### src/rtl/core/lmsfl_pkg.sv
// Shared types and constants of the linked multi-stack free list.
package lmsfl_pkg;

  localparam int unsigned CMD_W   = 1;
  localparam int unsigned STK_W   = 3;
  localparam int unsigned WORD_W  = 32;
  localparam int unsigned STAT_W  = 2;

  localparam logic [CMD_W-1:0]  CMD_PUSH = 1'b0;
  localparam logic [CMD_W-1:0]  CMD_POP  = 1'b1;

  localparam logic [STAT_W-1:0] ST_OK    = 2'd0;
  localparam logic [STAT_W-1:0] ST_FULL  = 2'd1;
  localparam logic [STAT_W-1:0] ST_EMPTY = 2'd2;

  typedef struct packed {
    logic capture;  // accept beat: latch request, read head memory
    logic look;     // pick slot, check, read link and data memories
    logic commit;   // update stores, load result register
  } ctrl_cmd_t;

  typedef struct packed {
    logic out_busy; // result register full and not drained this cycle
  } dp_stat_t;

endpackage

### src/rtl/core/lmsfl_chan_if.sv
// Request and result channel interfaces of the linked multi-stack free list.
interface lmsfl_req_if;
  import lmsfl_pkg::*;
  logic                     valid;
  logic                     ready;
  logic [CMD_W-1:0]         command;
  logic [STK_W-1:0]         stack_index;
  logic signed [WORD_W-1:0] push_value;

  modport source (output valid, output command, output stack_index, output push_value,
                  input ready);
  modport sink   (input valid, input command, input stack_index, input push_value,
                  output ready);
endinterface

interface lmsfl_rsp_if;
  import lmsfl_pkg::*;
  logic                     valid;
  logic                     ready;
  logic [STAT_W-1:0]        status;
  logic signed [WORD_W-1:0] popped_value;

  modport source (output valid, output status, output popped_value, input ready);
  modport sink   (input valid, input status, input popped_value, output ready);
endinterface

### src/rtl/core/lmsfl_ctrl.sv
// Sequencer of the linked multi-stack free list: accept, look up, commit.
module lmsfl_ctrl (
  input  logic                 clk,
  input  logic                 rst_n,
  input  logic                 in_valid,
  output logic                 in_ready,
  input  lmsfl_pkg::dp_stat_t  stat,
  output lmsfl_pkg::ctrl_cmd_t cmd
);
  import lmsfl_pkg::*;

  typedef enum logic [2:0] {
    S_IDLE = 3'b001,
    S_LOOK = 3'b010,
    S_UPD  = 3'b100
  } state_t;

  state_t state_r, state_nxt;

  always_comb begin
    state_nxt   = state_r;
    in_ready    = 1'b0;
    cmd         = '0;
    unique case (state_r)
      S_IDLE: begin
        in_ready    = 1'b1;
        cmd.capture = in_valid;
        if (in_valid) state_nxt = S_LOOK;
      end
      S_LOOK: begin
        cmd.look  = 1'b1;
        state_nxt = S_UPD;
      end
      S_UPD: begin
        // hold until the result register can take the beat
        if (!stat.out_busy) begin
          cmd.commit = 1'b1;
          state_nxt  = S_IDLE;
        end
      end
      default: state_nxt = S_IDLE;
    endcase
  end

  always_ff @(posedge clk) begin
    if (!rst_n) state_r <= S_IDLE;
    else        state_r <= state_nxt;
  end

endmodule

### src/rtl/core/lmsfl_dp.sv
// Datapath of the linked multi-stack free list: stores, free list and result register.
module lmsfl_dp #(
  parameter int unsigned NUM_STACKS  = 8,
  parameter int unsigned STORE_DEPTH = 64
) (
  input  logic                                   clk,
  input  logic                                   rst_n,
  input  lmsfl_pkg::ctrl_cmd_t                   cmd,
  output lmsfl_pkg::dp_stat_t                    stat,
  input  logic [lmsfl_pkg::CMD_W-1:0]            in_command,
  input  logic [lmsfl_pkg::STK_W-1:0]            in_stack_index,
  input  logic signed [lmsfl_pkg::WORD_W-1:0]    in_push_value,
  output logic                                   out_valid,
  input  logic                                   out_ready,
  output logic [lmsfl_pkg::STAT_W-1:0]           out_status,
  output logic signed [lmsfl_pkg::WORD_W-1:0]    out_popped_value
);
  import lmsfl_pkg::*;

  localparam int unsigned AW = (STORE_DEPTH > 1) ? $clog2(STORE_DEPTH) : 1;
  localparam int unsigned HW = (NUM_STACKS > 1) ? $clog2(NUM_STACKS) : 1;
  localparam logic [AW:0] LAST_SLOT = (AW+1)'(STORE_DEPTH - 1);
  localparam logic [STK_W+HW-1:0] NUM_STK_EXT = (STK_W+HW)'(NUM_STACKS);

  // link entry: valid flag and next slot
  typedef struct packed {
    logic          vld;
    logic [AW-1:0] idx;
  } link_t;

  // memories
  logic [WORD_W-1:0] data_mem [STORE_DEPTH];
  link_t             link_mem [STORE_DEPTH];
  logic [AW-1:0]     head_mem [NUM_STACKS];
  logic [NUM_STACKS-1:0] head_vld_r;

  // free list and fill count: slots at or above wm_r were never taken
  logic [AW-1:0] free_head_r;
  logic          free_vld_r;
  logic [AW:0]   wm_r;

  // request and lookup registers
  logic [CMD_W-1:0]  cmd_r;
  logic [STK_W-1:0]  stk_r;
  logic [WORD_W-1:0] val_r;
  logic [AW-1:0]     head_q;
  logic              hvld_q;
  logic [AW-1:0]     slot_r;
  logic              fail_r;
  link_t             link_q;
  logic [WORD_W-1:0] data_q;

  logic                  out_valid_r;
  logic [STAT_W-1:0]     out_status_r;
  logic [WORD_W-1:0]     out_popped_r;

  logic [STK_W+HW-1:0] in_stk_ext, stk_ext;
  logic [HW-1:0]       in_hidx, hidx;
  logic                stk_ok;
  logic [AW-1:0]       slot_sel;
  logic                fail_nxt;
  logic                fresh;
  link_t               next_lnk;

  assign in_stk_ext = (STK_W+HW)'(in_stack_index);
  assign stk_ext    = (STK_W+HW)'(stk_r);
  assign in_hidx    = in_stk_ext[HW-1:0];
  assign hidx       = stk_ext[HW-1:0];
  assign stk_ok     = stk_ext < NUM_STK_EXT;

  assign slot_sel = (cmd_r == CMD_POP) ? head_q : free_head_r;
  assign fail_nxt = (cmd_r == CMD_POP) ? (!stk_ok || !hvld_q) : (!stk_ok || !free_vld_r);

  // an untaken slot still links to its successor, the last one to null
  assign fresh        = {1'b0, slot_r} >= wm_r;
  assign next_lnk.vld = fresh ? ({1'b0, slot_r} != LAST_SLOT) : link_q.vld;
  assign next_lnk.idx = fresh ? AW'({1'b0, slot_r} + (AW+1)'(1)) : link_q.idx;

  assign stat.out_busy = out_valid_r && !out_ready;

  // request capture and head lookup
  always_ff @(posedge clk) begin
    if (cmd.capture) begin
      cmd_r  <= in_command;
      stk_r  <= in_stack_index;
      val_r  <= in_push_value;
      head_q <= head_mem[in_hidx];
      hvld_q <= head_vld_r[in_hidx];
    end
  end

  // slot choice and link/data lookup
  always_ff @(posedge clk) begin
    if (cmd.look) begin
      slot_r <= slot_sel;
      fail_r <= fail_nxt;
      link_q <= link_mem[slot_sel];
      data_q <= data_mem[slot_sel];
    end
  end

  // store writes
  always_ff @(posedge clk) begin
    if (cmd.commit && !fail_r) begin
      if (cmd_r == CMD_PUSH) begin
        data_mem[slot_r] <= val_r;
        link_mem[slot_r] <= '{vld: hvld_q, idx: head_q};
        head_mem[hidx]   <= slot_r;
      end else begin
        link_mem[slot_r] <= '{vld: free_vld_r, idx: free_head_r};
        head_mem[hidx]   <= next_lnk.idx;
      end
    end
  end

  // control state of the lists
  always_ff @(posedge clk) begin
    if (!rst_n) begin
      head_vld_r  <= '0;
      free_head_r <= '0;
      free_vld_r  <= 1'b1;
      wm_r        <= '0;
    end else if (cmd.commit && !fail_r) begin
      if (cmd_r == CMD_PUSH) begin
        head_vld_r[hidx] <= 1'b1;
        free_head_r      <= next_lnk.idx;
        free_vld_r       <= next_lnk.vld;
        if (fresh) wm_r <= wm_r + (AW+1)'(1);
      end else begin
        head_vld_r[hidx] <= next_lnk.vld;
        free_head_r      <= slot_r;
        free_vld_r       <= 1'b1;
      end
    end
  end

  // result register
  always_ff @(posedge clk) begin
    if (!rst_n)          out_valid_r <= 1'b0;
    else if (cmd.commit) out_valid_r <= 1'b1;
    else if (out_ready)  out_valid_r <= 1'b0;
  end

  always_ff @(posedge clk) begin
    if (cmd.commit) begin
      if (fail_r) begin
        out_status_r <= (cmd_r == CMD_POP) ? ST_EMPTY : ST_FULL;
        out_popped_r <= '0;
      end else begin
        out_status_r <= ST_OK;
        out_popped_r <= (cmd_r == CMD_POP) ? data_q : '0;
      end
    end
  end

  assign out_valid        = out_valid_r;
  assign out_status       = out_status_r;
  assign out_popped_value = out_popped_r;

endmodule

### src/rtl/core/linked_multi_stack_free_list.sv
// Linked multi-stack free list: NUM_STACKS stacks share one store of STORE_DEPTH words,
// each stack a linked list through a link memory, unused slots on a free list.
// Every request beat (push or pop) gives one result beat. One request is in
// flight at a time. The accepting cycle reads the head memory, the lookup
// state does the dependent link and data memory reads, and the update state
// commits all updates and loads the result register. Each memory has one
// registered read port. The result beat is valid once the commit has loaded
// the result register. The next request is accepted in the cycle after the
// commit, so a new request is taken only after the previous one has committed.
// A waiting result does not block acceptance of the next request; it only
// stalls that request's commit. The link memory needs no initialization pass:
// a fill count marks slots never taken, so the block is ready right after reset.
module linked_multi_stack_free_list #(
  parameter int unsigned NUM_STACKS  = 8,
  parameter int unsigned STORE_DEPTH = 64
) (
  input logic        clk,
  input logic        rst_n,
  lmsfl_req_if.sink   in_req,
  lmsfl_rsp_if.source out_rsp
);
  import lmsfl_pkg::*;

  ctrl_cmd_t ctrl_cmd;
  dp_stat_t  dp_stat;

  lmsfl_ctrl u_ctrl (
    .clk      (clk),
    .rst_n    (rst_n),
    .in_valid (in_req.valid),
    .in_ready (in_req.ready),
    .stat     (dp_stat),
    .cmd      (ctrl_cmd)
  );

  lmsfl_dp #(
    .NUM_STACKS  (NUM_STACKS),
    .STORE_DEPTH (STORE_DEPTH)
  ) u_dp (
    .clk              (clk),
    .rst_n            (rst_n),
    .cmd              (ctrl_cmd),
    .stat             (dp_stat),
    .in_command       (in_req.command),
    .in_stack_index   (in_req.stack_index),
    .in_push_value    (in_req.push_value),
    .out_valid        (out_rsp.valid),
    .out_ready        (out_rsp.ready),
    .out_status       (out_rsp.status),
    .out_popped_value (out_rsp.popped_value)
  );

  // one request at a time
  a_single_flight: assert property (@(posedge clk) disable iff (!rst_n)
    (in_req.valid && in_req.ready) |=> !in_req.ready)
    else $error("request accepted while another is in flight");

  a_look_follows: assert property (@(posedge clk) disable iff (!rst_n)
    (in_req.valid && in_req.ready) |=> ctrl_cmd.look)
    else $error("lookup did not follow accepted beat");

  // never overwrite an undelivered result
  a_no_overwrite: assert property (@(posedge clk) disable iff (!rst_n)
    ctrl_cmd.commit |-> (!out_rsp.valid || out_rsp.ready))
    else $error("result register overwritten");

  a_commit_result: assert property (@(posedge clk) disable iff (!rst_n)
    ctrl_cmd.commit |=> out_rsp.valid)
    else $error("commit gave no result beat");

  a_fail_zero: assert property (@(posedge clk) disable iff (!rst_n)
    (out_rsp.valid && out_rsp.status != ST_OK) |-> (out_rsp.popped_value == '0))
    else $error("failed request returned a value");

endmodule
### src/flat_wrapper.sv
// flat-port wrapper written by rule: the top's interface ports become plain ports
module linked_multi_stack_free_list_flat import lmsfl_pkg::*;
#(
  parameter int unsigned NUM_STACKS  = 8,
  parameter int unsigned STORE_DEPTH = 64
)
  (clk, rst_n, in_req_valid, in_req_command, in_req_stack_index, in_req_push_value, in_req_ready, out_rsp_valid, out_rsp_status, out_rsp_popped_value, out_rsp_ready);
  lmsfl_req_if in_req_i ();
  lmsfl_rsp_if out_rsp_i ();
  input logic clk;
  input logic rst_n;
  input wire logic [$bits(in_req_i.valid)-1:0] in_req_valid;
  input wire logic [$bits(in_req_i.command)-1:0] in_req_command;
  input wire logic [$bits(in_req_i.stack_index)-1:0] in_req_stack_index;
  input wire logic [$bits(in_req_i.push_value)-1:0] in_req_push_value;
  output wire logic [$bits(in_req_i.ready)-1:0] in_req_ready;
  output wire logic [$bits(out_rsp_i.valid)-1:0] out_rsp_valid;
  output wire logic [$bits(out_rsp_i.status)-1:0] out_rsp_status;
  output wire logic [$bits(out_rsp_i.popped_value)-1:0] out_rsp_popped_value;
  input wire logic [$bits(out_rsp_i.ready)-1:0] out_rsp_ready;
  assign in_req_i.valid = in_req_valid;
  assign in_req_i.command = in_req_command;
  assign in_req_i.stack_index = in_req_stack_index;
  assign in_req_i.push_value = in_req_push_value;
  assign in_req_ready = in_req_i.ready;
  assign out_rsp_valid = out_rsp_i.valid;
  assign out_rsp_status = out_rsp_i.status;
  assign out_rsp_popped_value = out_rsp_i.popped_value;
  assign out_rsp_i.ready = out_rsp_ready;
  linked_multi_stack_free_list #(.NUM_STACKS(NUM_STACKS), .STORE_DEPTH(STORE_DEPTH)) u_core (.clk(clk), .rst_n(rst_n), .in_req(in_req_i), .out_rsp(out_rsp_i));
endmodule
### config.mk
export PLATFORM = sky130hd
export DESIGN_NAME = linked_multi_stack_free_list_flat
export DESIGN_NICKNAME = d
export VERILOG_FILES = /design/src/rtl/core/lmsfl_pkg.sv /design/src/rtl/core/lmsfl_chan_if.sv /design/src/rtl/core/lmsfl_ctrl.sv /design/src/rtl/core/lmsfl_dp.sv /design/src/rtl/core/linked_multi_stack_free_list.sv /design/src/flat_wrapper.sv
export SDC_FILE = /design/constraint.sdc
export NUM_CORES = 2
export LEC_CHECK = 0
export ABC_AREA = 0
export BUFFER_PORTS_ARGS = -buffer_cell sky130_fd_sc_hd__buf_2
export CORE_ASPECT_RATIO = 1.5
export CORE_UTILIZATION = 24
export CTS_CLUSTER_DIAMETER = 30
export CTS_CLUSTER_SIZE = 20
export DETAILED_ROUTE_END_ITERATION = 16
export HOLD_SLACK_MARGIN = 0.08
export PLACE_DENSITY = 0.48
export RECOVER_POWER = 100
export SLEW_MARGIN = 30
export SYNTH_ARGS = -nofsm -noshare
export SYNTH_HDL_FRONTEND = slang
export SYNTH_SLANG_ARGS = --single-unit
### constraint.sdc
create_clock -name clk -period 7 [get_ports clk]
set_clock_uncertainty 0.2 [all_clocks]
set_input_delay 1.4 -clock clk [delete_from_list [all_inputs] [get_ports clk]]
set_output_delay 1.4 -clock clk [all_outputs]
set_load 0.01 [all_outputs]
### Word level (Yosys, flattened, before mapping)

Memory sizes are Yosys's and may differ from the RTL's. A register that Yosys moved wholly into a read port is not among the register bits.
Index checks and enable logic that the tools add are counted.

| cells by class | value |
|---|---|
| eq/ne operators | 6 |
| add/sub/neg operators | 2 |
| order comparisons | 5 |
| bitwise logic cells | 4 |
| reductions and logical operators | 14 |
| mux-type cells | 31 |

Operator list:

| operator | count |
|---|---|
| 6-bit 2-to-1 mux | 4 |
| 1-bit 2-to-1 mux | 18 |
| 3-bit by 4-bit less-than comparator with 1-bit output, second input constant | 3 |
| 3-bit one-hot mux with 3 select lines | 1 |
| 8-bit bitwise mux | 1 |
| 8-bit 2-to-1 mux | 1 |
| 8-bit OR | 1 |
| 7-bit by 1-bit adder with 7-bit output, second input constant | 1 |
| 6-bit by 7-bit >= comparator with 1-bit output | 1 |
| 7-bit 2-to-1 mux | 1 |
| 6-bit by 1-bit adder with 6-bit output, second input constant | 1 |
| 3-bit 2-to-1 mux | 2 |
| 6-bit != test, second input constant | 1 |
| 1-bit zero test | 5 |
| 2-bit != test, second input constant | 2 |
| 1-bit binary-select mux with 3-bit select | 1 |
| 1-bit demux with 3-bit select | 1 |
| 3-bit by 1-bit equality test with 1-bit output, second input constant | 1 |
| 3-bit by 2-bit equality test with 1-bit output, second input constant | 1 |
| 3-bit equality test, second input constant | 1 |
| 3-bit by 1-bit >= comparator with 1-bit output, second input constant | 1 |
| 1-bit logical AND | 3 |
| 3-bit AND reduction | 1 |
| 1-bit logical OR | 2 |
| other kinds (6) | 7 |

| storage, ports and cells | value |
|---|---|
| RAM bits | 2544 |
| flip-flop bits (word level) | 104 |
| output and inout bits | 36 |
| logic and storage cells | 79 |
| memories kept | 3 |

Memories:

| name | words | bits a word | read ports | clocked after Yosys merged registers in | wr ports | line | RTL |
|---|---|---|---|---|---|---|---|
| u_core.u_dp.data_mem | 64 | 32 | 1 | 1 | 1 | lmsfl_dp.sv:32 | `logic [WORD_W-1:0] data_mem [STORE_DEPTH];` |
| u_core.u_dp.link_mem | 64 | 7 | 1 | 1 | 1 | lmsfl_dp.sv:33 | `link_t link_mem [STORE_DEPTH];` |
| u_core.u_dp.head_mem | 8 | 6 | 1 | 1 | 1 | lmsfl_dp.sv:34 | `logic [AW-1:0] head_mem [NUM_STACKS];` |

### Longest topological paths before layout

| logic depth | value |
|---|---|
| depth in word-level cells | 8 |
| mapped depth | 13 |

### Modules after synthesis

A second synthesis with hierarchy kept.

| second synthesis, totals | value |
|---|---|
| cell total of the unflattened synthesis | 7804 |
| area total of the unflattened synthesis | 108430.2 sq um |

Modules (own cells, without submodules):

| module | area each (sq um) | times used | sequential area each (sq um) | cells an instance |
|---|---|---|---|---|
| lmsfl_dp | 108261.3 | 1 | 80547.3 | 7789 |
| lmsfl_ctrl | 168.9 | 1 | 60.1 | 15 |

### Worst setup path before layout

No wires, ideal clock.

| timing | value |
|---|---|
| path kind | input -> register |
| from | input out_rsp_ready |
| to | memory u_core.u_dp.link_mem[0][0] (netlist name), data pin |
| slack | 1631 ps |
| arrival time | 4468 ps |
| stages | 5 |
| path through | nand2b_1 -> nand2_1 -> nor3_1 -> buf_2 -> o21ai_0 |

| on the way | value |
|---|---|
| word-level cells in the longest chain between the ends | 8 |

Ends and longest elaborated chain:

| what | line | RTL |
|---|---|---|
| from (decl) | flat_wrapper.sv:20 | `input wire logic [$bits(out_rsp_i.ready)-1:0] out_rsp_ready;` |
| 1-bit zero test | lmsfl_dp.sv:79 | `assign stat.out_busy = out_valid_r && !out_ready;` |
| 1-bit logical AND | lmsfl_dp.sv:79 |  |
| 1-bit 2-to-1 mux | lmsfl_ctrl.sv:36 | `if (!stat.out_busy) begin` |
| 1-bit 2-to-1 mux | lmsfl_ctrl.sv:24 | `unique case (state_r)` |
| 1-bit logical AND | lmsfl_dp.sv:104 | `if (cmd.commit && !fail_r) begin` |
| 1-bit 2-to-1 mux | lmsfl_dp.sv:104 |  |
| 1-bit 2-to-1 mux (implied by the code) | lmsfl_dp.sv:110 | `link_mem[slot_r] <= '{vld: free_vld_r, idx: free_head_r};` |
| 7-bit 2-to-1 mux (no source line) | n/a |  |
| to (decl) | lmsfl_dp.sv:33 |  |

Every way passes these cells.

### Worst setup path after layout

| timing | value |
|---|---|
| from | register u_core.u_dp.cmd_r |
| to | register, netlist name u_core.u_dp.link_q[2] |

| on the way | value |
|---|---|
| word-level cells in the longest chain between the ends | 1 |

Ends and longest elaborated chain:

| what | line | RTL |
|---|---|---|
| from (decl) | lmsfl_dp.sv:43 | `logic [CMD_W-1:0] cmd_r;` |
| from (signal assigned) | lmsfl_dp.sv:84 | `cmd_r <= in_command;` |
| 6-bit 2-to-1 mux | lmsfl_dp.sv:71 | `assign slot_sel = (cmd_r == CMD_POP) ? head_q : free_head_r;` |

Every way passes these cells.
A chain may end at the register's enable or synchronous reset.

==> summary.txt <==
Power
  • Pwr Density: between 300 and 400 nW/um^2
  • Worst VDD drop: 204.6 uV
  • Lkg Pwr: ~0.041 uW

Placed design
  • Placed cell count: ~14k
  • Placed instance area: 119500 um^2
  • # port buffers: 75
  • Placed wire-length estimate: between 200 and 300 mm
  • GPL Wtd Cong: between 0.9 and 1

Route
  • Via/cell ratio: approximately 5.3
  • DRC: 0
  • Vias: 79.17k
  • Routed Antenna Nets: 0
  • DR pass1 iterations: 9
  • Drt total wl: around 480 mm
  • Wirelength per Cell: ~32 um
  • DRT iter0 DRCs: between 10k and 15k

Synth
  • YS warnings: 0
  • Post-synthesis sequential area ratio: between 70% and 80%
  • EDFF count, synth: 2667
  • Yosys top cell area share: 72.60%
  • Post-Synthesis Net Count: about 8k
  • Synth area leaders: edfxtp_1, a21oi_1, o21ai_0
  • Flops & latches, synth: around 2.7k
  • Dominant cell type by area after synthesis: edfxtp_1
  • Post-Syn Area: 110300 um^2
  • Count of different cell masters after synthesis: 100
  • Cells after synthesis: 8098
  • Post-synth top flop: edfxtp_1
  • Avg Cell Area, Syn: approximately 14 um^2
  • Asr flop ratio synth: 0%

Critical path
  • Crit-path max FO: 13
  • Worst setup path class: reg2reg
  • CP Launch Type: flip-flop
  • Worst Path Buf+Inv: 3
  • Slowest Stage Delay on Critical Path: approximately 1600 ps
  • Worst path cell trace: mux2i_1 -> inv_2 -> clkbuf_1 -> nor2_1 -> buf_4 -> o211ai_1 -> o211ai_1 -> nor3_1 -> nor2_1 -> o32a_1
  • Critical Path AT: roughly 6800 ps
  • Top Family by Delay on Critical Path: buffers and inverters
  • CP max stage cell: clkbuf_1
  • Crit end category: flip-flop
  • CP Data Required Time: between 7000 and 8000 ps

Global route
  • First-pass GRT wire length: between 600 and 700 mm
  • GRT Total Usage: about 20%
  • Number of global-route vias before repair: 75.87k
  • Largest net degree at the start of global routing: 140
  • Antenna violations before repair: between 60 and 70
  • GRT overflow: 0

Floorplan
  • Row count: approximately 300
  • Horiz. Die Dim: 555.6 um
  • Die height: ~830 um
  • Initial Util: roughly a quarter
  • Ports: 76
  • Die Footprint: ~460000 um^2
  • Core ar.: around 460000 um^2

Timing
  • Minimum clock period: 6266 ps
  • Fmax: around 160 MHz
  • Final hold vios: 0
  • # setup viols final: 0
  • Setup TNS: 0 ps
  • RSZ-0062 raised after global routing: false
  • Final slew viol count: between 3k and 4k
  • Rel. slew slack: -177.5%
  • Period utilization: 89.52%
  • Worst slew pin tran: 4163 ps

Clock tree
  • Postcts setup bufs: 0
  • # resized after CTS: 0
  • Num CTS Buffers: 405
  • H-tree depth: 5
  • Clock tree buffer depth: 4
  • Clk sinks: between 2k and 3k
  • Skew-Pair Late Insertion Delay: approximately 1000 ps
  • TritonCTS clock tree: built
  • Clock-pin slew on the worst setup and hold paths: roughly 70 ps
  • Root buf cell: clkbuf_16
  • # hold bufs at CTS: 0

Layout
  • Nets@finish: about 8.4k
  • Most common cell after layout, fill and taps aside: edfxtp_1
  • Area Growth Syn to Fin: 20.44%
  • Layout cell share with drive strength beyond 1: 12.16%
  • Most frequent cells in the layout: edfxtp_1, a21oi_1, o21ai_0, nor2_1, nand2_1
  • Design area: 132900 um^2
  • Final std cells w/o fill: roughly 15k
  • Utilization after layout: 29.06%

Outcome
  • Violated checks: capacitance limit, slew limit
  • Status: finished with violations

Run
  • Max cap viols: 110

Worst hold path
  • HP Class: reg2reg
==> Yosys cell counts, types with 27 or more instances <==
cell type  count
a211oi_1     231
a21boi_0      31
a21oi_1      824
a221oi_1      29
a22oi_1       84
a2bb2oi_1     38
a31oi_1       99
and2_1        46
buf_1         51
buf_2        296
buf_4         40
clkbuf_1     206
edfxtp_1    2667
inv_1         97
nand2_1      556
nand2b_1      43
nand3_1       98
nand3b_1      46
nor2_1       761
nor3_1        79
nor4_1        28
o2111ai_1     46
o211ai_1     269
o21a_1        28
o21ai_0      738
o221ai_1      78
o22ai_1      101
o32ai_1       36
or3_1         27
==> final cells by class <==
class,instances,area (um^2)
tap,6120,7657
sequential,2693,80610
multi-input combinational,4695,26880
timing repair buffer,411,2861
inverter,106,419.2
antenna,270,675.6
clock inverter,305,3396
fill,46390,324300
clock buffer,441,10350
==> stage by stage <==
stage	hold WS, ps	setup slack, ps	power, uW
3_5_place_dp	257.6	1611	21320
6_report	272.4	733.7	41780
2_1_floorplan	240.7	1631	19720
4_1_cts	271.6	2037	41820
5_1_grt	290.7	921.0	42610
3_3_place_gp	254.5	1544	21300
==> flip-flops by register name (all words and copies together), names as in the netlist <==
| signal | cells |
|---|---|
| u_core.u_ctrl.state_r | 3 |
| u_core.u_dp.cmd_r | 1 |
| u_core.u_dp.data_mem | 2048 |
| u_core.u_dp.data_q | 32 |
| u_core.u_dp.fail_r | 1 |
| u_core.u_dp.free_head_r | 6 |
| u_core.u_dp.free_vld_r | 1 |
| u_core.u_dp.head_mem | 48 |
| u_core.u_dp.head_q | 6 |
| u_core.u_dp.head_vld_r | 8 |
| u_core.u_dp.hidx | 3 |
| u_core.u_dp.hvld_q | 1 |
| u_core.u_dp.link_mem | 448 |
| u_core.u_dp.link_q | 7 |
| u_core.u_dp.out_popped_value | 32 |
| u_core.u_dp.out_status | 2 |
| u_core.u_dp.out_valid | 1 |
| u_core.u_dp.slot_r | 6 |
| u_core.u_dp.val_r | 32 |
| u_core.u_dp.wm_r | 7 |
==> cell families after synthesis <==
kind of cell / Yosys count / synth area share [%]
compound gates: 2874 / 16.31
flops: 2693 / 73.07
simple gates: 1765 / 6.944
buf+inv: 710 / 2.946
mux: 42 / 0.5966
fa+ha+maj: 8 / 0.09074
xor+xnor: 6 / 0.04764
==> per-layer routing <==
| metal | up-vias | global-route usage, % | share of wire, % |
|---|---|---|---|
| li1 | 32469 | - | - |
| met1 | 40462 | 21.99 | 34 |
| met2 | 4904 | 34.24 | 49 |
| met3 | 1301 | 3.616 | 8.3 |
| met4 | 32 | 16.22 | 9.0 |
| met5 | - | 0 | 0.042 |
==> where the power goes <==
group / leakage, uW / internal [uW] / switching [uW]
sequential: 0.0242 / 17900 / 39.2
combinational: 0.00975 / 685 / 2500
clock: 0.00660 / 12400 / 8230
total: 0.0406 / 31000 / 10800
==> path summary, 6_finish.rpt <==
check             depth (start not counted)                start                    end  slack [ps]
hold reg to reg                           1  u_core.u_dp.wm_r[6]    u_core.u_dp.wm_r[6]         270
setup reg to reg                         10    u_core.u_dp.cmd_r  u_core.u_dp.link_q[2]         730
hold / removal                            1  u_core.u_dp.wm_r[6]    u_core.u_dp.wm_r[6]         270
setup / recovery                         10    u_core.u_dp.cmd_r  u_core.u_dp.link_q[2]         730
Note: power is estimated with default switching activity, not from simulation.
